`src/rtl/core/rudc_pkg.sv`:
```
// ----------------------------------------------------------------------------
// rudc_pkg
// Shared types and fixed-point constants of the radial undistortion
// coordinate mapper.
// ----------------------------------------------------------------------------
package rudc_pkg;

    // field and datapath widths
    localparam int PIX_W     = 13;  // pixel coordinate
    localparam int DIM_W     = 14;  // image dimension register
    localparam int OFF_W     = 15;  // doubled, centered offset (signed)
    localparam int SQ_W      = 28;  // offset squared
    localparam int SUM_W     = 29;  // sum of squares
    localparam int IFS_W     = 32;  // 1/f^2 register
    localparam int R2_W      = 43;  // r^2, Q24
    localparam int R2_LO_W   = 32;
    localparam int R2_HI_W   = R2_W - R2_LO_W;
    localparam int R2SQ_W    = 62;  // r^4, Q24
    localparam int R2SQ_LO_W = 31;
    localparam int KMAG_W    = 32;  // coefficient magnitude
    localparam int T1_W      = 51;  // |k1|*r^2, Q24
    localparam int T2_W      = 62;  // |k2|*r^4, Q24, saturated
    localparam int FAC_W     = 42;  // scale factor, Q24, signed, clamped
    localparam int SUMF_W    = 64;  // factor sum before clamp
    localparam int Q_SH      = 24;  // Q24 fraction bits
    localparam int FRAC_OUT_W = 16;

    // APB map
    localparam int APB_AW    = 5;
    localparam int APB_DW    = 32;
    localparam int REG_IDX_W = 3;
    localparam logic [REG_IDX_W-1:0] REG_IMAGE_WIDTH  = 3'd0;
    localparam logic [REG_IDX_W-1:0] REG_IMAGE_HEIGHT = 3'd1;
    localparam logic [REG_IDX_W-1:0] REG_INV_FOCAL_SQ = 3'd2;
    localparam logic [REG_IDX_W-1:0] REG_RADIAL_K1    = 3'd3;
    localparam logic [REG_IDX_W-1:0] REG_RADIAL_K2    = 3'd4;

    // register reset values
    localparam logic [DIM_W-1:0] RST_IMAGE_WIDTH  = 14'd640;
    localparam logic [DIM_W-1:0] RST_IMAGE_HEIGHT = 14'd480;
    localparam logic [IFS_W-1:0] RST_INV_FOCAL_SQ = 32'd4194304;

    // fixed-point constants
    localparam logic signed [SUMF_W-1:0] ONE_Q24   = 64'sh0000_0000_0100_0000;
    localparam logic signed [SUMF_W-1:0] FAC_CAP   = 64'sh0000_0100_0000_0000;
    localparam logic signed [FAC_W-1:0]  FAC_ONE   = 42'sh000_0100_0000;
    localparam logic signed [FAC_W-1:0]  FAC_MAX   = 42'sh100_0000_0000;
    localparam logic [T2_W-1:0]          TERM_CAP  = 62'h2000_0000_0000_0000;

    // input request
    typedef struct packed {
        logic [PIX_W-1:0] pixel_x;
        logic [PIX_W-1:0] pixel_y;
    } t_pix_req;

    // output result
    typedef struct packed {
        logic [PIX_W-1:0]      src_x_int;
        logic [FRAC_OUT_W-1:0] src_x_frac;
        logic [PIX_W-1:0]      src_y_int;
        logic [FRAC_OUT_W-1:0] src_y_frac;
        logic                  inside_res;
    } t_map_rsp;

    // effective configuration seen by the datapath
    typedef struct packed {
        logic [DIM_W-1:0]  width_eff;
        logic [DIM_W-1:0]  height_eff;
        logic [IFS_W-1:0]  inv_focal_sq;
        logic [KMAG_W-1:0] k1_mag;
        logic              k1_neg;
        logic [KMAG_W-1:0] k2_mag;
        logic              k2_neg;
    } t_cfg;

    // radius stage output
    typedef struct packed {
        logic signed [OFF_W-1:0] dx;
        logic signed [OFF_W-1:0] dy;
        logic [R2_W-1:0]         r2;
    } t_rad;

    // factor stage output
    typedef struct packed {
        logic signed [OFF_W-1:0] dx;
        logic signed [OFF_W-1:0] dy;
        logic signed [FAC_W-1:0] fac;
    } t_fac;

endpackage

```
`src/rtl/core/rudc_radius.sv`:
```
// ----------------------------------------------------------------------------
// rudc_radius
// Four-stage pipeline: centered doubled offsets, squares, sum, and
// r^2 = (dx^2 + dy^2) * inv_focal_sq >> 18 in Q24.
// ----------------------------------------------------------------------------
module rudc_radius (
    input  logic               i_clk,
    input  logic               i_rst_n,
    input  rudc_pkg::t_cfg     i_cfg,
    input  logic               i_valid,
    output logic               o_ready,
    input  rudc_pkg::t_pix_req i_data,
    output logic               o_valid,
    input  logic               i_ready,
    output rudc_pkg::t_rad     o_data
);

    localparam int NS     = 4;
    localparam int PROD_W = rudc_pkg::SUM_W + rudc_pkg::IFS_W;
    localparam int R2_SH  = 40 - rudc_pkg::Q_SH + 2;  // (s4/4) * ifs / 2^40 in Q24

    logic [NS-1:0] r_v;
    logic [NS:0]   adv;

    logic signed [rudc_pkg::OFF_W-1:0] r_dx [NS];
    logic signed [rudc_pkg::OFF_W-1:0] r_dy [NS];
    logic [rudc_pkg::SQ_W-1:0]         r_dxsq;
    logic [rudc_pkg::SQ_W-1:0]         r_dysq;
    logic [rudc_pkg::SUM_W-1:0]        r_s4;
    logic [rudc_pkg::R2_W-1:0]         r_r2;

    logic signed [rudc_pkg::OFF_W-1:0]   n_dx;
    logic signed [rudc_pkg::OFF_W-1:0]   n_dy;
    logic signed [2*rudc_pkg::OFF_W-1:0] n_dxsq;
    logic signed [2*rudc_pkg::OFF_W-1:0] n_dysq;
    logic [PROD_W-1:0]                   n_prod;

    // stage advance: a stage loads when empty or when its successor moves
    always_comb begin
        adv[NS] = i_ready;
        adv[3]  = !r_v[3] || adv[4];
        adv[2]  = !r_v[2] || adv[3];
        adv[1]  = !r_v[1] || adv[2];
        adv[0]  = !r_v[0] || adv[1];
    end

    assign o_ready = adv[0];
    assign o_valid = r_v[NS-1];

    // valid bits
    always_ff @(posedge i_clk) begin
        if (!i_rst_n) begin
            r_v <= '0;
        end else begin
            if (adv[0]) r_v[0] <= i_valid;
            if (adv[1]) r_v[1] <= r_v[0];
            if (adv[2]) r_v[2] <= r_v[1];
            if (adv[3]) r_v[3] <= r_v[2];
        end
    end

    // datapath
    assign n_dx   = $signed({1'b0, i_data.pixel_x, 1'b0}) - $signed({1'b0, i_cfg.width_eff});
    assign n_dy   = $signed({1'b0, i_data.pixel_y, 1'b0}) - $signed({1'b0, i_cfg.height_eff});
    assign n_dxsq = r_dx[0] * r_dx[0];
    assign n_dysq = r_dy[0] * r_dy[0];
    assign n_prod = PROD_W'(r_s4) * PROD_W'(i_cfg.inv_focal_sq);

    always_ff @(posedge i_clk) begin
        // centered offsets
        if (adv[0]) begin
            r_dx[0] <= n_dx;
            r_dy[0] <= n_dy;
        end
        // squares
        if (adv[1]) begin
            r_dx[1] <= r_dx[0];
            r_dy[1] <= r_dy[0];
            r_dxsq  <= n_dxsq[rudc_pkg::SQ_W-1:0];
            r_dysq  <= n_dysq[rudc_pkg::SQ_W-1:0];
        end
        // sum of squares
        if (adv[2]) begin
            r_dx[2] <= r_dx[1];
            r_dy[2] <= r_dy[1];
            r_s4    <= rudc_pkg::SUM_W'(r_dxsq) + rudc_pkg::SUM_W'(r_dysq);
        end
        // scale by 1/f^2
        if (adv[3]) begin
            r_dx[3] <= r_dx[2];
            r_dy[3] <= r_dy[2];
            r_r2    <= n_prod[R2_SH +: rudc_pkg::R2_W];
        end
    end

    assign o_data.dx = r_dx[NS-1];
    assign o_data.dy = r_dy[NS-1];
    assign o_data.r2 = r_r2;

`ifndef NO_ASSERTIONS
    // zero 1/f^2 gives a zero radius
    a_r2_zero: assert property (@(posedge i_clk) disable iff (!i_rst_n)
        r_v[3] && (i_cfg.inv_focal_sq == '0) |-> (r_r2 == '0))
        else $error("r2 nonzero with zero inv_focal_sq");
`endif

endmodule

```
`config.mk`:
```
export PLATFORM = sky130hd
export DESIGN_NAME = rudc_radius
export DESIGN_NICKNAME = d
export VERILOG_FILES = /design/src/rtl/core/rudc_pkg.sv /design/src/rtl/core/rudc_radius.sv
export SDC_FILE = /design/constraint.sdc
export NUM_CORES = 2
export LEC_CHECK = 0
export BUFFER_PORTS_ARGS = -buffer_cell sky130_fd_sc_hd__buf_2
export CAP_MARGIN = 5
export CORE_MARGIN = 1.5
export CORE_UTILIZATION = 51
export DETAILED_ROUTE_END_ITERATION = 8
export HOLD_SLACK_MARGIN = 0.05
export PLACE_DENSITY = 0.64
export SYNTH_ARGS = -nofsm -noshare
export SYNTH_HDL_FRONTEND = slang
export SYNTH_SLANG_ARGS = --single-unit
```
`constraint.sdc`:
```
create_clock -name i_clk -period 9.8 [get_ports i_clk]
set_clock_uncertainty 0.2 [all_clocks]
set_input_delay 0.49 -clock i_clk [delete_from_list [all_inputs] [get_ports i_clk]]
set_output_delay 0.49 -clock i_clk [all_outputs]
set_load 0.005 [all_outputs]
```
==> flow_summary.toml <==
[run_status]
status = "complete, no violations"

[setup_path]
worstPathArrival_ps = 8950
startpoint_type = "flip-flop"
crit_type = "flip-flop to flip-flop"
worst-endpoint-required_ps = 9980
end_kind = "flip-flop"
cp_max_fo = 19

[global_route]
grt_pass1_vias = 38800
gr-total-overflow = 0
antenna_found_initial = 5
grt_max_degree = 76
grt_use_total = 0.250
grt_pass1_wl_um = 208000

[finish]
final_nets = 7207
final_core_util = 0.546
n_antenna_cell = 0
syn_to_final_growth_pct = 6.05
fillers = 9257
finalNonFillerCells = 6811
drive_above_1_share = 0.0551
finalInstanceArea_mm2 = 0.0567

[die]
row_count = 118
boundaryPins = 231
coreArea_mm2 = 0.104
die_h_um = 327
initial_utilization = 0.515
dieArea_mm2 = 0.107
die_w_um = 327

[logic_synthesis]
synth_top_family_by_area = "adder cells"
synthDistinctLibCells = 66
synth_seq_area_share = 0.139
synth.area.top_cells = "fa_1 44%, edfxtp_1 14%, ha_1 11%, inv_1 9.3%, and2_1 7.1%"
netlist_top_cells_count = "1331 x inv_1, 1182 x fa_1, 606 x and2_1"
syn_area_mm2 = 0.0534
yosys.area_share.adder = 0.550
synth_top_area_cell = "fa_1"
syn_avg_cell_area_um2 = 9.97
synth-seq-cells = 248
async_reset_ff_frac = 0
synthCells = 5358
synthSimpleGateAreaFrac = 0.136
yosysTopAreaCellShare = 0.443
synth_warnings = 0
synth.most_common_cell = "inv_1"
muxShareOfSynthArea = 0.000421
synth-xor-area-share = 0.0251
synth_edf_count = 244
ys.flop_type = "edfxtp_1"
synth_compound_area_frac = 0.0411
synthesis.nets = 7154

[clock_tree]
cts_root_buffer = "clkbuf_16"
cts_setup_buffers = 0
clk_path_buf_depth = 3
htree_levels = 1
cts_buffers = 31
clk-insertion-delay-late_ps = 650
cts.clk_slew.worst_paths_ps = 60
numClockSinks = 248
post_cts_resized = 0
cts_tree = "built"

[placement]
port_buffers = 164
dpl.hpwl_um = 102000
numPlacedInstances = 6752
place_area_mm2 = 0.0557
gp_congestion = 0.889

[drt]
wl_per_cell_um = 18.8
vias = 35400
drc = 0
dr.pass1.iters = 7
first_iter_violations = 2023
via_per_inst = 5.20
antenna_left = 0
drt_wl_total_um = 128000

[timing]
setup_tns_ps = 0
rsz0062_at_grt = "no"
drv_slew = 0
relSlewSlack = 0.199
hold_viol = 0
layout_worst_path_cycle_share = 0.896
fin_crit_ps = 8780
fmax_mhz = 114
setup_viol = 0
worst_slew_pin_slew_ps = 1200

[flow_run]
cap_violations = 0

[worst_hold_path]
hp-class = "primary input to flip-flop"
[final timing paths]
check,startpoint,to,slack (ps),cells after the start
max,r_s4[5],r_r2[32],1020,27
min,i_cfg[113],r_dx[0][1],100,3
max reg2reg,r_s4[5],r_r2[32],1020,27
min reg2reg,r_dx[1][7],r_dx[2][7],220,0
[metal layers]
| layer | vias up | global-route usage | routed length [um] |
|---|---|---|---|
| li1 | 16000 | - | - |
| met1 | 18300 | 0.331 | 53000 |
| met2 | 990 | 0.433 | 63700 |
| met3 | 182 | 0.0355 | 8160 |
| met4 | 4 | 0.0621 | 3150 |
| met5 | - | 0 | 22 |
[cells in the final DEF (no fill, tap or decap), types with 9 or more instances in the layout]
cell type / Yosys / layout
buf_4: 0 / 70
xor2_1: 44 / 44
o21ai_0: 50 / 50
a21oi_1: 99 / 99
xnor2_1: 104 / 104
clkbuf_16: 0 / 31
nor2b_1: 32 / 32
o21bai_1: 15 / 15
or3_1: 10 / 10
nand4_1: 12 / 12
edfxtp_1: 244 / 244
ha_1: 458 / 458
nor3_1: 23 / 23
a211oi_1: 9 / 9
o21ai_1: 13 / 13
o21a_1: 10 / 10
buf_2: 0 / 164
nor2_1: 110 / 110
nand2b_1: 33 / 33
a21boi_0: 10 / 10
a31oi_1: 13 / 13
a21o_1: 51 / 51
nand3_1: 19 / 19
nand2_1: 569 / 568
and2_1: 606 / 606
inv_1: 1331 / 1329
fa_1: 1182 / 1182
[timing repair]
item	4_1_cts	5_1_grt
hold endpoints to repair	6	0
setup endpoints to repair	0	0
hold buffers	6	0
[cells by family (layout without fill, tap and decap cells)]
family                   after synthesis  in the layout
adder cells (fa/ha/maj)             1640           1640
buffers and inverters               1552           1625
AND/OR/NAND/NOR                     1435           1435
AO/OA/AOI/OAI                        331            331
flip-flops                           248            248
XOR/XNOR                             150            150
multiplexers                           2              2
[critical path, cell delays in order, from the launching register on]
cell      delay (ps)
edfxtp_1         810
buf_4            350
nand2_1          120
fa_1             480
inv_1             80
fa_1             430
fa_1             510
inv_1             50
fa_1             500
inv_1             60
fa_1             480
fa_1             460
fa_1             510
inv_1             50
fa_1             470
inv_1             40
ha_1             340
a21oi_1          190
o21ai_2          120
nor4b_4          350
a211oi_4         150
a22oi_1          560
a311oi_1         220
buf_4            220
o21ai_1          300
nand2_1          160
a21oi_1          230
xnor2_1           80
[flip-flops by register name, summed over array words and instances (netlist names)]
name,count
r_dx,59
r_dxsq,27
r_dy,59
r_dysq,27
r_r2,43
r_s4,29
r_v,4
[stage by stage]
step	setup slack (ps)	hold slack, ps
2_1_floorplan	2090	200
3_3_place_gp	886	202
3_5_place_dp	899	205
4_1_cts	956	58.1
5_1_grt	597	93.1
6_report	1020	103
[area by class of cell]
cell class / count / area (um^2) / area share
clock inverter: 17 / 121 / 0.00214
clock buffer: 36 / 795 / 0.0140
tap: 1380 / 1730 / 0.0305
timing repair buffer: 240 / 1410 / 0.0248
inverter: 1332 / 5000 / 0.0883
multi-input combinational: 3558 / 40200 / 0.710
sequential: 248 / 7410 / 0.131
Power is left out: the tool's default activity adds up to more than one toggle a clock period on the data nets, which glitch-free logic cannot reach.
