### src/rtl/core/rudc_pkg.sv
// ----------------------------------------------------------------------------
// rudc_pkg
// Shared types and fixed-point constants of the radial undistortion
// coordinate mapper.
// ----------------------------------------------------------------------------
package rudc_pkg;

    // field and datapath widths
    localparam int PIX_W     = 13;  // pixel coordinate
    localparam int DIM_W     = 14;  // image dimension register
    localparam int OFF_W     = 15;  // doubled, centered offset (signed)
    localparam int SQ_W      = 28;  // offset squared
    localparam int SUM_W     = 29;  // sum of squares
    localparam int IFS_W     = 32;  // 1/f^2 register
    localparam int R2_W      = 43;  // r^2, Q24
    localparam int R2_LO_W   = 32;
    localparam int R2_HI_W   = R2_W - R2_LO_W;
    localparam int R2SQ_W    = 62;  // r^4, Q24
    localparam int R2SQ_LO_W = 31;
    localparam int KMAG_W    = 32;  // coefficient magnitude
    localparam int T1_W      = 51;  // |k1|*r^2, Q24
    localparam int T2_W      = 62;  // |k2|*r^4, Q24, saturated
    localparam int FAC_W     = 42;  // scale factor, Q24, signed, clamped
    localparam int SUMF_W    = 64;  // factor sum before clamp
    localparam int Q_SH      = 24;  // Q24 fraction bits
    localparam int FRAC_OUT_W = 16;

    // APB map
    localparam int APB_AW    = 5;
    localparam int APB_DW    = 32;
    localparam int REG_IDX_W = 3;
    localparam logic [REG_IDX_W-1:0] REG_IMAGE_WIDTH  = 3'd0;
    localparam logic [REG_IDX_W-1:0] REG_IMAGE_HEIGHT = 3'd1;
    localparam logic [REG_IDX_W-1:0] REG_INV_FOCAL_SQ = 3'd2;
    localparam logic [REG_IDX_W-1:0] REG_RADIAL_K1    = 3'd3;
    localparam logic [REG_IDX_W-1:0] REG_RADIAL_K2    = 3'd4;

    // register reset values
    localparam logic [DIM_W-1:0] RST_IMAGE_WIDTH  = 14'd640;
    localparam logic [DIM_W-1:0] RST_IMAGE_HEIGHT = 14'd480;
    localparam logic [IFS_W-1:0] RST_INV_FOCAL_SQ = 32'd4194304;

    // fixed-point constants
    localparam logic signed [SUMF_W-1:0] ONE_Q24   = 64'sh0000_0000_0100_0000;
    localparam logic signed [SUMF_W-1:0] FAC_CAP   = 64'sh0000_0100_0000_0000;
    localparam logic signed [FAC_W-1:0]  FAC_ONE   = 42'sh000_0100_0000;
    localparam logic signed [FAC_W-1:0]  FAC_MAX   = 42'sh100_0000_0000;
    localparam logic [T2_W-1:0]          TERM_CAP  = 62'h2000_0000_0000_0000;

    // input request
    typedef struct packed {
        logic [PIX_W-1:0] pixel_x;
        logic [PIX_W-1:0] pixel_y;
    } t_pix_req;

    // output result
    typedef struct packed {
        logic [PIX_W-1:0]      src_x_int;
        logic [FRAC_OUT_W-1:0] src_x_frac;
        logic [PIX_W-1:0]      src_y_int;
        logic [FRAC_OUT_W-1:0] src_y_frac;
        logic                  inside_res;
    } t_map_rsp;

    // effective configuration seen by the datapath
    typedef struct packed {
        logic [DIM_W-1:0]  width_eff;
        logic [DIM_W-1:0]  height_eff;
        logic [IFS_W-1:0]  inv_focal_sq;
        logic [KMAG_W-1:0] k1_mag;
        logic              k1_neg;
        logic [KMAG_W-1:0] k2_mag;
        logic              k2_neg;
    } t_cfg;

    // radius stage output
    typedef struct packed {
        logic signed [OFF_W-1:0] dx;
        logic signed [OFF_W-1:0] dy;
        logic [R2_W-1:0]         r2;
    } t_rad;

    // factor stage output
    typedef struct packed {
        logic signed [OFF_W-1:0] dx;
        logic signed [OFF_W-1:0] dy;
        logic signed [FAC_W-1:0] fac;
    } t_fac;

endpackage

### src/rtl/core/rudc_apb_regs.sv
// ----------------------------------------------------------------------------
// rudc_apb_regs
// APB register file: image size, 1/f^2 and the two radial coefficients.
// Presents clamped sizes and coefficient magnitudes to the datapath.
// ----------------------------------------------------------------------------
module rudc_apb_regs #(
    parameter int MAX_DIM = 8192
) (
    input  logic                         i_clk,
    input  logic                         i_rst_n,
    input  logic                         psel,
    input  logic                         penable,
    input  logic                         pwrite,
    input  logic [rudc_pkg::APB_AW-1:0]  paddr,
    input  logic [rudc_pkg::APB_DW-1:0]  pwdata,
    output logic [rudc_pkg::APB_DW-1:0]  prdata,
    output logic                         pready,
    output rudc_pkg::t_cfg               o_cfg
);

    localparam int MD_W  = $clog2(MAX_DIM + 1);
    localparam int CMP_W = (MD_W > rudc_pkg::DIM_W) ? MD_W : rudc_pkg::DIM_W;
    localparam logic [CMP_W-1:0] MAX_DIM_C = CMP_W'(MAX_DIM);

    logic [rudc_pkg::DIM_W-1:0]  r_image_width;
    logic [rudc_pkg::DIM_W-1:0]  r_image_height;
    logic [rudc_pkg::IFS_W-1:0]  r_inv_focal_sq;
    logic [rudc_pkg::KMAG_W-1:0] r_radial_k1;
    logic [rudc_pkg::KMAG_W-1:0] r_radial_k2;

    logic                             wr_en;
    logic [rudc_pkg::REG_IDX_W-1:0]   reg_idx;

    assign pready  = 1'b1;
    assign wr_en   = psel & penable & pwrite;
    assign reg_idx = paddr[rudc_pkg::APB_AW-1:2];

    // register writes
    always_ff @(posedge i_clk) begin
        if (!i_rst_n) begin
            r_image_width  <= rudc_pkg::RST_IMAGE_WIDTH;
            r_image_height <= rudc_pkg::RST_IMAGE_HEIGHT;
            r_inv_focal_sq <= rudc_pkg::RST_INV_FOCAL_SQ;
            r_radial_k1    <= '0;
            r_radial_k2    <= '0;
        end else if (wr_en) begin
            case (reg_idx)
                rudc_pkg::REG_IMAGE_WIDTH:  r_image_width  <= pwdata[rudc_pkg::DIM_W-1:0];
                rudc_pkg::REG_IMAGE_HEIGHT: r_image_height <= pwdata[rudc_pkg::DIM_W-1:0];
                rudc_pkg::REG_INV_FOCAL_SQ: r_inv_focal_sq <= pwdata;
                rudc_pkg::REG_RADIAL_K1:    r_radial_k1    <= pwdata;
                rudc_pkg::REG_RADIAL_K2:    r_radial_k2    <= pwdata;
                default: ;
            endcase
        end
    end

    // read mux
    always_comb begin
        case (reg_idx)
            rudc_pkg::REG_IMAGE_WIDTH:  prdata = rudc_pkg::APB_DW'(r_image_width);
            rudc_pkg::REG_IMAGE_HEIGHT: prdata = rudc_pkg::APB_DW'(r_image_height);
            rudc_pkg::REG_INV_FOCAL_SQ: prdata = r_inv_focal_sq;
            rudc_pkg::REG_RADIAL_K1:    prdata = r_radial_k1;
            rudc_pkg::REG_RADIAL_K2:    prdata = r_radial_k2;
            default:                    prdata = '0;
        endcase
    end

    // effective values: sizes clamped to MAX_DIM, coefficients as sign/magnitude
    always_comb begin
        o_cfg.width_eff    = (CMP_W'(r_image_width) > MAX_DIM_C) ?
                             rudc_pkg::DIM_W'(MAX_DIM) : r_image_width;
        o_cfg.height_eff   = (CMP_W'(r_image_height) > MAX_DIM_C) ?
                             rudc_pkg::DIM_W'(MAX_DIM) : r_image_height;
        o_cfg.inv_focal_sq = r_inv_focal_sq;
        o_cfg.k1_neg       = r_radial_k1[rudc_pkg::KMAG_W-1];
        o_cfg.k1_mag       = o_cfg.k1_neg ? (~r_radial_k1 + 1'b1) : r_radial_k1;
        o_cfg.k2_neg       = r_radial_k2[rudc_pkg::KMAG_W-1];
        o_cfg.k2_mag       = o_cfg.k2_neg ? (~r_radial_k2 + 1'b1) : r_radial_k2;
    end

endmodule

### config.mk
export PLATFORM = sky130hd
export DESIGN_NAME = rudc_apb_regs
export DESIGN_NICKNAME = d
export VERILOG_FILES = /design/src/rtl/core/rudc_pkg.sv /design/src/rtl/core/rudc_apb_regs.sv
export SDC_FILE = /design/constraint.sdc
export NUM_CORES = 1
export LEC_CHECK = 0
export BUFFER_PORTS_ARGS = -buffer_cell sky130_fd_sc_hd__buf_4
export CORE_ASPECT_RATIO = 0.6
export CORE_MARGIN = 1.5
export CORE_UTILIZATION = 25
export DETAILED_ROUTE_END_ITERATION = 7
export SETUP_SLACK_MARGIN = 0.4
export SLEW_MARGIN = 20
export SYNTH_ARGS = -nofsm -noshare
export SYNTH_HDL_FRONTEND = slang
export SYNTH_SLANG_ARGS = --single-unit
### constraint.sdc
create_clock -name i_clk -period 3.3 [get_ports i_clk]
set_input_delay 0.33 -clock i_clk [delete_from_list [all_inputs] [get_ports i_clk]]
set_output_delay 0.33 -clock i_clk [all_outputs]
set_load 0.05 [all_outputs]
==> impl_metrics.tcl <==
set metrics [dict create \
    grt_first_pass_wirelength_um 43800 \
    start_util_pct 25.6 \
    pre_cts_ws_ns 0.464 \
    r2r-end "r_radial_k1[31]" \
    synthesis.nets 974 \
    crit_path_cell_trace "or4_4 > or4_4 > or2_4 > o21ai_2 > xnor2_1 > buf_4" \
    ys_types 38 \
    drv_slew 0 \
    synth_common_cells "nand2_1 (275), dfxtp_1 (124), a21boi_0 (117), clkbuf_1 (63), xnor2_1 (58)" \
    synth_top_area_share_pct 35.0 \
    core_um2 27700 \
    synth_edf_count 0 \
    layout-drive-gt1-share_pct 30.6 \
    worstSkewPairLatency_ns 0.42 \
    synth_warnings 0 \
    critPathCaptureType "primary output" \
    path_clk_slew_ns 0.06 \
    final_cell_count_no_fill 1512 \
    netlist.top_cell.by_area "dfxtp_1" \
    final_util_pct 36.4 \
    die_area_um2 29400 \
    async_reset_ff_share_pct 0 \
    grt_overflow 0 \
    syn_area_um2 7090 \
    cts_tree "built" \
    ioPinCount 201 \
    globalplace.congestion 0.909 \
    antenna_found_initial 0 \
    clock-sinks 124 \
    path_depth 6 \
    clock-root-buffer "clkbuf_16" \
    fin_setup_tns_ns 0 \
    crit_family "simple AND/OR/NAND/NOR gates" \
    arrival_ns 2.67 \
    drtIter0Drc 641 \
    totalWireLength_um 30300 \
    rsz0062_at_grt "yes" \
    fmax_ghz 0.333 \
    ant_nets 0 \
    syn_avg_cell_area_um2 7.62 \
    slowest_stage "or4_4" \
    reg2reg_from "r_radial_k1[31]" \
    hold_violations 0 \
    worstHoldPathType "in -> reg" \
    num_antenna_cells 0 \
    crit_end "o_cfg[62]" \
    port-buffer-count 197 \
    syn2layout_area_growth_pct 42.0 \
    cp_max_fo 7 \
    power_w 0.00374 \
    hpwl_um 22300 \
    wl_per_cell_um 20.0 \
    synth-seq-area-share_pct 35.0 \
    synth_cells 930 \
    die_h_um 133 \
    startpoint "r_radial_k1[4]" \
    critPathRequiredTime_ns 2.97 \
    h-tree-depth 4 \
    grt_start_max_net_pins 125 \
    cts_made_buffers 17 \
    nNetsFinal 1176 \
    slew_headroom_pct 49.5 \
    finalClockSkew_ns 0 \
    fin_ws_ns 0.295 \
    dr.pass1.iters 5 \
    ys_top_cells_by_area "dfxtp_1 (35%), nand2_1 (15%), a21boi_0 (12%)" \
    dr_total_vias 7482 \
    cpMostUsedCell "or4_4" \
    fin_crit_sh_pct 91.1 \
    fp-row-count 47 \
    crit_buf_inv 1 \
    cp_slowest_stage_delay_ns 0.58 \
    hold_buffers 0 \
    vias_per_cell 4.95 \
    synth_most_common_cell "nand2_1" \
    worstSetupPathType "reg -> out" \
    power_leakage_nw 4.06 \
    p_per_area_nw_per_um2 371 \
    fp.dieW_um 220 \
    crit_path_start_kind "register" \
    status "finished clean" \
    maxCapViolations 0 \
    ys_ff_latch 124 \
    r2r_cells 2 \
    ctsLongestPathBuffers 2 \
    dp.cells 1456 \
    synth_ff_type "dfxtp_1" \
    grt_usage_pct 20.1 \
    worstMarginPinSlew_ns 0.758 \
    drc 0 \
    ff2ff_setup_slack_ns 2.13 \
    n_fill_cell 2850 \
    grt_pass1_vias 6954 \
    setup_viol 0 \
    min_period_ns 3.00 \
    ir_drop_uv 291 \
]
area by class of cell:
cell class,instances,area (um^2),area share (%)
multi-input cells,725,4550,45.2
flip-flops and latches,124,2500,24.8
well taps,367,459,4.56
clock buffers,18,429,4.26
inverters,6,22.5,0.224
clock inverters,14,135,1.34
repair buffers,258,1970,19.5
cell usage in the layout (no fill, tap or decap), types with 3 or more instances in the layout:
cell type / instances
o31ai_4: 3
or4_1: 8
nand4_1: 3
buf_6: 3
inv_2: 4
buf_4: 254
nand2b_1: 5
or3_1: 8
dfxtp_2: 6
dfxtp_4: 3
xnor2_1: 55
mux2i_1: 46
or4_4: 7
nor3_1: 6
inv_6: 4
o41ai_1: 5
a21oi_1: 14
xnor2_2: 3
dfxtp_1: 115
nor2_1: 21
nor2b_1: 28
o22ai_1: 14
nor3_2: 3
nand2_1: 274
o21ai_0: 27
nand3_1: 25
o31ai_1: 8
clkinvlp_4: 3
clkinv_4: 3
o21ai_1: 4
o31ai_2: 10
nor4_1: 5
a21boi_0: 117
clkbuf_16: 17
worst min-delay path: stages:
cell	delay, ns
buf_4	0.10
nand2_1	0.05
nand3_1	0.07
report_power, final:
part           total (W)  switching (W)  internal (W)
Clock            0.00181       0.000761       0.00105
Sequential       0.00152      0.0000172       0.00151
Combinational   0.000406       0.000262      0.000144
Total            0.00374        0.00104       0.00270
worst min-delay path by stage:
stage                                  start                 end  cells past startpoint
after floorplan                    pwdata[5]   r_image_height[5]                      2
after CTS                         pwdata[22]  r_inv_focal_sq[22]                      3
final                             pwdata[22]  r_inv_focal_sq[22]                      3
after global routing              pwdata[22]  r_inv_focal_sq[22]                      3
after detailed placement  r_inv_focal_sq[30]  r_inv_focal_sq[30]                      2
after global placement    r_inv_focal_sq[17]  r_inv_focal_sq[17]                      2
registers in the layout, summed over array words and instances (netlist names):
register        cells
r_radial_k1        32
r_inv_focal_sq     32
r_image_width      14
r_image_height     14
r_radial_k2        32
through the flow:
stage | hold slack (ns) | area, um^2
2_1_floorplan | 0.454 | 7100
3_3_place_gp | 0.472 | 9020
3_5_place_dp | 0.479 | 9020
4_1_cts | 0.147 | 9890
5_1_grt | 0.162 | 10100
6_report | 0.164 | 10100
repair_timing:
item | CTS | global route
resized for setup | 45 | 25
setup endpoints to repair | 36 | 30
gates cloned | 0 | 0
buffers inserted | 19 | 4
pin swaps | 14 | 13
cells by family after synthesis:
kind of cell	after synthesis	share of synthesized area, %
muxes	46	6.49
and+or+nand+nor	409	25.6
DFF	124	35.0
other	1	0.0529
xor gates and xnor gates	58	7.17
AOI/OAI and AO/OA	209	20.7
adders and majority gates	2	0.353
buffers and inverters	81	4.66
metal layers:
metal / vias up / GRT usage, % / routed length (um)
met2: 261 / 26.7 / 12200
met3: 18 / 5.73 / 2470
met1: 3627 / 31.0 / 15100
met5: - / 0 / 0
li1: 3576 / - / -
met4: 0 / 4.72 / 451
No activity file was read; power rests on OpenSTA's default activity.
