==> src/rtl/core/rudc_pkg.sv <==
// ----------------------------------------------------------------------------
// rudc_pkg
// Shared types and fixed-point constants of the radial undistortion
// coordinate mapper.
// ----------------------------------------------------------------------------
package rudc_pkg;

    // field and datapath widths
    localparam int PIX_W     = 13;  // pixel coordinate
    localparam int DIM_W     = 14;  // image dimension register
    localparam int OFF_W     = 15;  // doubled, centered offset (signed)
    localparam int SQ_W      = 28;  // offset squared
    localparam int SUM_W     = 29;  // sum of squares
    localparam int IFS_W     = 32;  // 1/f^2 register
    localparam int R2_W      = 43;  // r^2, Q24
    localparam int R2_LO_W   = 32;
    localparam int R2_HI_W   = R2_W - R2_LO_W;
    localparam int R2SQ_W    = 62;  // r^4, Q24
    localparam int R2SQ_LO_W = 31;
    localparam int KMAG_W    = 32;  // coefficient magnitude
    localparam int T1_W      = 51;  // |k1|*r^2, Q24
    localparam int T2_W      = 62;  // |k2|*r^4, Q24, saturated
    localparam int FAC_W     = 42;  // scale factor, Q24, signed, clamped
    localparam int SUMF_W    = 64;  // factor sum before clamp
    localparam int Q_SH      = 24;  // Q24 fraction bits
    localparam int FRAC_OUT_W = 16;

    // APB map
    localparam int APB_AW    = 5;
    localparam int APB_DW    = 32;
    localparam int REG_IDX_W = 3;
    localparam logic [REG_IDX_W-1:0] REG_IMAGE_WIDTH  = 3'd0;
    localparam logic [REG_IDX_W-1:0] REG_IMAGE_HEIGHT = 3'd1;
    localparam logic [REG_IDX_W-1:0] REG_INV_FOCAL_SQ = 3'd2;
    localparam logic [REG_IDX_W-1:0] REG_RADIAL_K1    = 3'd3;
    localparam logic [REG_IDX_W-1:0] REG_RADIAL_K2    = 3'd4;

    // register reset values
    localparam logic [DIM_W-1:0] RST_IMAGE_WIDTH  = 14'd640;
    localparam logic [DIM_W-1:0] RST_IMAGE_HEIGHT = 14'd480;
    localparam logic [IFS_W-1:0] RST_INV_FOCAL_SQ = 32'd4194304;

    // fixed-point constants
    localparam logic signed [SUMF_W-1:0] ONE_Q24   = 64'sh0000_0000_0100_0000;
    localparam logic signed [SUMF_W-1:0] FAC_CAP   = 64'sh0000_0100_0000_0000;
    localparam logic signed [FAC_W-1:0]  FAC_ONE   = 42'sh000_0100_0000;
    localparam logic signed [FAC_W-1:0]  FAC_MAX   = 42'sh100_0000_0000;
    localparam logic [T2_W-1:0]          TERM_CAP  = 62'h2000_0000_0000_0000;

    // input request
    typedef struct packed {
        logic [PIX_W-1:0] pixel_x;
        logic [PIX_W-1:0] pixel_y;
    } t_pix_req;

    // output result
    typedef struct packed {
        logic [PIX_W-1:0]      src_x_int;
        logic [FRAC_OUT_W-1:0] src_x_frac;
        logic [PIX_W-1:0]      src_y_int;
        logic [FRAC_OUT_W-1:0] src_y_frac;
        logic                  inside_res;
    } t_map_rsp;

    // effective configuration seen by the datapath
    typedef struct packed {
        logic [DIM_W-1:0]  width_eff;
        logic [DIM_W-1:0]  height_eff;
        logic [IFS_W-1:0]  inv_focal_sq;
        logic [KMAG_W-1:0] k1_mag;
        logic              k1_neg;
        logic [KMAG_W-1:0] k2_mag;
        logic              k2_neg;
    } t_cfg;

    // radius stage output
    typedef struct packed {
        logic signed [OFF_W-1:0] dx;
        logic signed [OFF_W-1:0] dy;
        logic [R2_W-1:0]         r2;
    } t_rad;

    // factor stage output
    typedef struct packed {
        logic signed [OFF_W-1:0] dx;
        logic signed [OFF_W-1:0] dy;
        logic signed [FAC_W-1:0] fac;
    } t_fac;

endpackage

==> src/rtl/core/rudc_remap.sv <==
// ----------------------------------------------------------------------------
// rudc_remap
// Three-stage pipeline: offset times factor, recentering into a
// FRAC_BITS fixed-point coordinate, then range check and output register.
// ----------------------------------------------------------------------------
module rudc_remap #(
    parameter int FRAC_BITS = 16
) (
    input  logic               i_clk,
    input  logic               i_rst_n,
    input  rudc_pkg::t_cfg     i_cfg,
    input  logic               i_valid,
    output logic               o_ready,
    input  rudc_pkg::t_fac     i_data,
    output logic               o_valid,
    input  logic               i_ready,
    output rudc_pkg::t_map_rsp o_data
);

    localparam int NS     = 3;
    localparam int PROD_W = rudc_pkg::OFF_W + rudc_pkg::FAC_W;
    localparam int SH     = rudc_pkg::Q_SH + 1 - FRAC_BITS;
    localparam int MW     = PROD_W - SH + 1;
    localparam int CEN_PAD = MW - rudc_pkg::DIM_W - FRAC_BITS + 1;
    localparam int LIM_PAD = MW - rudc_pkg::OFF_W - FRAC_BITS;
    localparam int FF_W   = FRAC_BITS + rudc_pkg::FRAC_OUT_W;

    logic [NS-1:0] r_v;
    logic [NS:0]   adv;

    logic signed [PROD_W-1:0] r_prodx;
    logic signed [PROD_W-1:0] r_prody;
    logic signed [MW-1:0]     r_mx;
    logic signed [MW-1:0]     r_my;
    rudc_pkg::t_map_rsp       r_out;

    logic signed [PROD_W-1:0] n_dxe;
    logic signed [PROD_W-1:0] n_dye;
    logic signed [PROD_W-1:0] n_face;
    logic signed [PROD_W-1:0] n_qx;
    logic signed [PROD_W-1:0] n_qy;
    logic signed [MW-1:0]     cen_x;
    logic signed [MW-1:0]     cen_y;
    logic signed [rudc_pkg::OFF_W-1:0] wm1;
    logic signed [rudc_pkg::OFF_W-1:0] hm1;
    logic signed [MW-1:0]     lim_x;
    logic signed [MW-1:0]     lim_y;
    logic                     n_inside;
    logic [FF_W-1:0]          n_fx;
    logic [FF_W-1:0]          n_fy;
    rudc_pkg::t_map_rsp       n_out;

    // stage advance
    always_comb begin
        adv[NS] = i_ready;
        adv[2]  = !r_v[2] || adv[3];
        adv[1]  = !r_v[1] || adv[2];
        adv[0]  = !r_v[0] || adv[1];
    end

    assign o_ready = adv[0];
    assign o_valid = r_v[NS-1];

    always_ff @(posedge i_clk) begin
        if (!i_rst_n) begin
            r_v <= '0;
        end else begin
            if (adv[0]) r_v[0] <= i_valid;
            if (adv[1]) r_v[1] <= r_v[0];
            if (adv[2]) r_v[2] <= r_v[1];
        end
    end

    // scaled offsets
    assign n_dxe  = {{(PROD_W - rudc_pkg::OFF_W){i_data.dx[rudc_pkg::OFF_W-1]}}, i_data.dx};
    assign n_dye  = {{(PROD_W - rudc_pkg::OFF_W){i_data.dy[rudc_pkg::OFF_W-1]}}, i_data.dy};
    assign n_face = {{(PROD_W - rudc_pkg::FAC_W){i_data.fac[rudc_pkg::FAC_W-1]}}, i_data.fac};

    // floor to FRAC_BITS and add the center back
    assign n_qx  = r_prodx >>> SH;
    assign n_qy  = r_prody >>> SH;
    assign cen_x = $signed({{CEN_PAD{1'b0}}, i_cfg.width_eff, {(FRAC_BITS-1){1'b0}}});
    assign cen_y = $signed({{CEN_PAD{1'b0}}, i_cfg.height_eff, {(FRAC_BITS-1){1'b0}}});

    // interpolable area: [0, dim-1) on both axes
    assign wm1   = $signed({1'b0, i_cfg.width_eff}) - 15'sd1;
    assign hm1   = $signed({1'b0, i_cfg.height_eff}) - 15'sd1;
    assign lim_x = $signed({{LIM_PAD{wm1[rudc_pkg::OFF_W-1]}}, wm1, {FRAC_BITS{1'b0}}});
    assign lim_y = $signed({{LIM_PAD{hm1[rudc_pkg::OFF_W-1]}}, hm1, {FRAC_BITS{1'b0}}});

    assign n_inside = !r_mx[MW-1] && (r_mx < lim_x) && !r_my[MW-1] && (r_my < lim_y);

    // fraction moved to 16 bits
    assign n_fx = {r_mx[FRAC_BITS-1:0], {rudc_pkg::FRAC_OUT_W{1'b0}}};
    assign n_fy = {r_my[FRAC_BITS-1:0], {rudc_pkg::FRAC_OUT_W{1'b0}}};

    // outside points report all zeros
    always_comb begin
        n_out = '0;
        if (n_inside) begin
            n_out.src_x_int  = r_mx[FRAC_BITS +: rudc_pkg::PIX_W];
            n_out.src_x_frac = n_fx[FF_W-1 -: rudc_pkg::FRAC_OUT_W];
            n_out.src_y_int  = r_my[FRAC_BITS +: rudc_pkg::PIX_W];
            n_out.src_y_frac = n_fy[FF_W-1 -: rudc_pkg::FRAC_OUT_W];
            n_out.inside_res = 1'b1;
        end
    end

    always_ff @(posedge i_clk) begin
        if (adv[0]) begin
            r_prodx <= n_dxe * n_face;
            r_prody <= n_dye * n_face;
        end
        if (adv[1]) begin
            r_mx <= $signed(n_qx[MW-1:0]) + cen_x;
            r_my <= $signed(n_qy[MW-1:0]) + cen_y;
        end
        if (adv[2]) begin
            r_out <= n_out;
        end
    end

    assign o_data = r_out;

`ifndef NO_ASSERTIONS
    // an outside point carries no coordinates
    a_outside_zero: assert property (@(posedge i_clk) disable iff (!i_rst_n)
        o_valid && !o_data.inside_res |->
            (o_data.src_x_int == '0) && (o_data.src_x_frac == '0)
            && (o_data.src_y_int == '0) && (o_data.src_y_frac == '0))
        else $error("outside point with nonzero coordinates");

    // a recentered item moving forward lands in the output register
    a_out_load: assert property (@(posedge i_clk) disable iff (!i_rst_n)
        r_v[1] && adv[2] |=> o_valid)
        else $error("item lost entering output register");
`endif

endmodule

==> config.mk <==
export PLATFORM = sky130hd
export DESIGN_NAME = rudc_remap
export DESIGN_NICKNAME = d
export VERILOG_FILES = /design/src/rtl/core/rudc_pkg.sv /design/src/rtl/core/rudc_remap.sv
export SDC_FILE = /design/constraint.sdc
export NUM_CORES = 2
export LEC_CHECK = 0
export ABC_AREA = 1
export BUFFER_PORTS_ARGS = -buffer_cell sky130_fd_sc_hd__buf_2
export CAP_MARGIN = 40
export CORE_ASPECT_RATIO = 1.5
export CORE_MARGIN = 2
export CORE_UTILIZATION = 25
export CTS_CLUSTER_DIAMETER = 100
export DETAILED_ROUTE_END_ITERATION = 12
export GPL_TIMING_DRIVEN = 0
export SETUP_SLACK_MARGIN = 0.02
export SKIP_LAST_GASP = 1
export SYNTH_ARGS = -nofsm -noshare
export SYNTH_HDL_FRONTEND = slang
export SYNTH_SLANG_ARGS = --single-unit
==> constraint.sdc <==
create_clock -name i_clk -period 14.3 [get_ports i_clk]
set_clock_uncertainty 0.05 [all_clocks]
set_input_delay 2.145 -clock i_clk [delete_from_list [all_inputs] [get_ports i_clk]]
set_output_delay 2.145 -clock i_clk [all_outputs]
set_load 0.01 [all_outputs]
==> flow_summary.ini <==
[outcome]
status = finished, final reports clean

[floorplan]
fp.dieW_um = 393
io_pins = 263
initial_utilization = 0.251
die_area_mm2 = 0.231
die_height_um = 588
rows = 214
coreArea_mm2 = 0.226

[synthesis]
synth_edf_count = 253
synth_seq_area_share = 0.135
muxShareOfSynthArea = 0
syn_nets = 8649
syn_avg_cell_area_um2 = 8.18
synth_compound_area_frac = 0.0413
synthAdderAreaFrac = 0.483
yosysWarnings = 0
synth_xor_xnor_area_share = 0.0267
synth_ff_type = edfxtp_1
synth_simple_gate_area_frac = 0.169
synth_top_family_by_area = adder cells
synth_cell_types = 51
syn_inst = 6943
syn-cell-area_mm2 = 0.0568
synthArstFlopShare = 0
synth_seq_cells = 256

[cts]
tritoncts = built
cts_buffers = 24
cts_root_buf = clkbuf_16
cts_resized = 0
cts_buffer_depth = 3
clock_latency_ns = 0.58
post_cts_buffers = 0
postCtsHoldBufs = 0
h-tree-depth = 1
clk_pin_slew_worst_paths_ns = 0.09
cts.sinks = 256

[layout]
multi_input_area_mm2 = 0.0409
nFillCells = 24300
final_cells = 10243
seqCellArea_mm2 = 0.00766
drive_gt1_frac = 0.0468
syn2layout_area_growth_pct = 12.1
nets = 8895

[route]
wl_mm = 219
drc_errors = 0
met2_length_mm = 106
highest_layer = met5
vias = 45917
wl_per_cell_um = 21.4
firstDrtPassIters = 6
dr_wl_met3_mm = 14.3
postRouteAntennaNets = 0
wl_met1_mm = 76.7
vias_per_cell = 4.48
dr.first_iter.drc_count = 2923

[timing]
hold_viol_final = 0
grt_setup_unrepaired = false
tightestPinTransition_ns = 1.00
final_max_slew_viol_count = 0
min_period_over_period = 0.617
slew_headroom = 0.331
fmaxAchievable_ghz = 0.113
final.setup.tns_ns = 0
min_period_ns = 8.82
setup_viol = 0

[setup_path]
r2r_end = o_data[35]
worstSetupEndpointType = flip-flop
crit_path_cell_trace = clkbuf_1, clkbuf_1, nand2_1, fa_1, inv_1, fa_1, fa_1, fa_1, fa_1, inv_1, fa_1, inv_1, ha_1, nand2_1, nor2_1, inv_1, nor2_1, inv_1, nor4_1, o21ai_0, nand4_1, nand2_1
setup.worst_path.start = i_data[44]
worstRegToRegCells = 10
reg2reg_slack_ns = 11.06
cp.required_ns = 14.57
critPathArrivalTime_ns = 9.09
critPathSlowestCell = clkbuf_1
worstReg2RegStart = r_my[48]
cp_common_cell = fa_1
crit_fanout = 10
start_kind = input pin
slowest_delay_ns = 0.81
path_class = input pin to flip-flop

[placement]
hpwl_mm = 194
place_inst = 10185
gp_congestion = 1.01
port_buffers = 93

[global_routing]
gr-total-overflow = 0
grt_pass1_wl_mm = 320
grtUsageTotal = 0.190
grt_pass1_vias = 50242
grt_max_degree = 51
antenna_found_initial = 29

[min_path]
hold_start = r_prodx[14]
min_path_type = flip-flop to flip-flop
hold_end = r_mx[5]
min_delay_path_depth = 0

[run]
maxCapViolCount = 0
-- layout make-up --
class | count | share of cell area
flip-flops and latches | 256 | 0.120
repair buffers | 220 | 0.0338
clock inverters | 19 | 0.00444
clock buffers | 25 | 0.00982
inverters | 1912 | 0.113
well taps | 3024 | 0.0594
multi-input cells | 4489 | 0.642
plain buffers | 286 | 0.0176
diodes | 12 | 0.000471
-- Yosys cell counts (5+ instances only) --
cell type,number,area share
a31oi_1,15,0.0017
or2_2,5,0.00055
clkbuf_1,263,0.017
ha_1,358,0.079
edfxtp_1,253,0.13
nand3b_1,6,0.00079
o21ai_2,5,0.00077
o21a_1,15,0.0020
and3_1,5,0.00055
o211ai_1,10,0.0013
a21o_1,19,0.0025
inv_1,1908,0.13
nand2_2,10,0.0011
nor2_1,370,0.024
fa_1,1146,0.40
o21ai_0,104,0.0092
nand4_1,30,0.0033
a21oi_1,210,0.018
nor4_1,13,0.0014
buf_1,7,0.00046
buf_2,9,0.00079
nor3_1,77,0.0068
xor2_1,119,0.018
nand3_1,107,0.0094
nor3_2,20,0.0035
xnor2_1,54,0.0083
o21bai_1,21,0.0028
nand2_1,1742,0.12
-- sequential cells by signal (all words and copies together) (netlist names) --
| register | count |
|---|---|
| r_v | 3 |
| r_mx | 49 |
| o_data | 59 |
| r_my | 49 |
| r_prodx | 48 |
| r_prody | 48 |
-- critical path: cells and delay by family --
kind	cells	cell delay, ns
buf+inv	7	1.60
compound gates	1	0.41
fa+ha+maj	7	3.57
simple gates	7	1.33
-- cell usage in the layout, fill, tap and decap left out, types with 10 or more instances in the layout --
master and n:
o21a_1 15, nor3_2 20, buf_2 102, nand4_1 30
o21ai_0 104, ha_1 358, fa_1 1146, diode_2 12
nor3_1 77, clkbuf_16 25, inv_1 1907, clkbuf_1 263
nand2_2 10, xnor2_1 54, buf_6 71, nand2_1 1740
a21o_1 19, nand3_1 107, a31oi_1 15, edfxtp_1 253
nor2_1 370, buf_8 56, o21bai_1 21, nor4_1 13
xor2_1 119, a21oi_1 210, o211ai_1 10
-- through the flow --
stage          setup WS (ns)  cell area, µm²  hold WS (ns)   util
2_1_floorplan           6.26           56800         0.350      -
3_3_place_gp            3.37           61100         0.359  0.270
3_5_place_dp            5.07           62700         0.355  0.277
4_1_cts                 5.72           63700         0.332  0.281
5_1_grt                 5.21           63700         0.363  0.281
6_report                5.48           63700         0.365  0.282
-- routing by layer --
layer | vias to the layer above | track usage
met3 | 621 | 0.0302
met1 | 22883 | 0.206
met2 | 1766 | 0.328
li1 | 20633 | -
met4 | 14 | 0.153
met5 | - | 0
-- how the worst max path moves through the flow --
stage / endpoint / slack (ns) / depth (start not counted)
after floorplan: o_ready / 6.26 / 4
after global placement: o_ready / 3.37 / 6
after detailed placement: r_prody[49] / 5.07 / 22
after CTS: r_prody[49] / 5.72 / 22
after global routing: r_prody[49] / 5.21 / 22
final: r_prody[49] / 5.48 / 22
-- kinds of logic (layout without fill, tap and decap cells) --
logic type,count (synthesis),after routing
buffers and inverters,2198,2462
other,0,12
and+or+nand+nor,2395,2395
DFF,256,256
AOI/OAI and AO/OA,417,417
xor gates and xnor gates,173,173
adders and majority gates,1504,1504
Power is not shown: default switching activity piles up to over one toggle a cycle in this logic, so the estimate is an artifact.
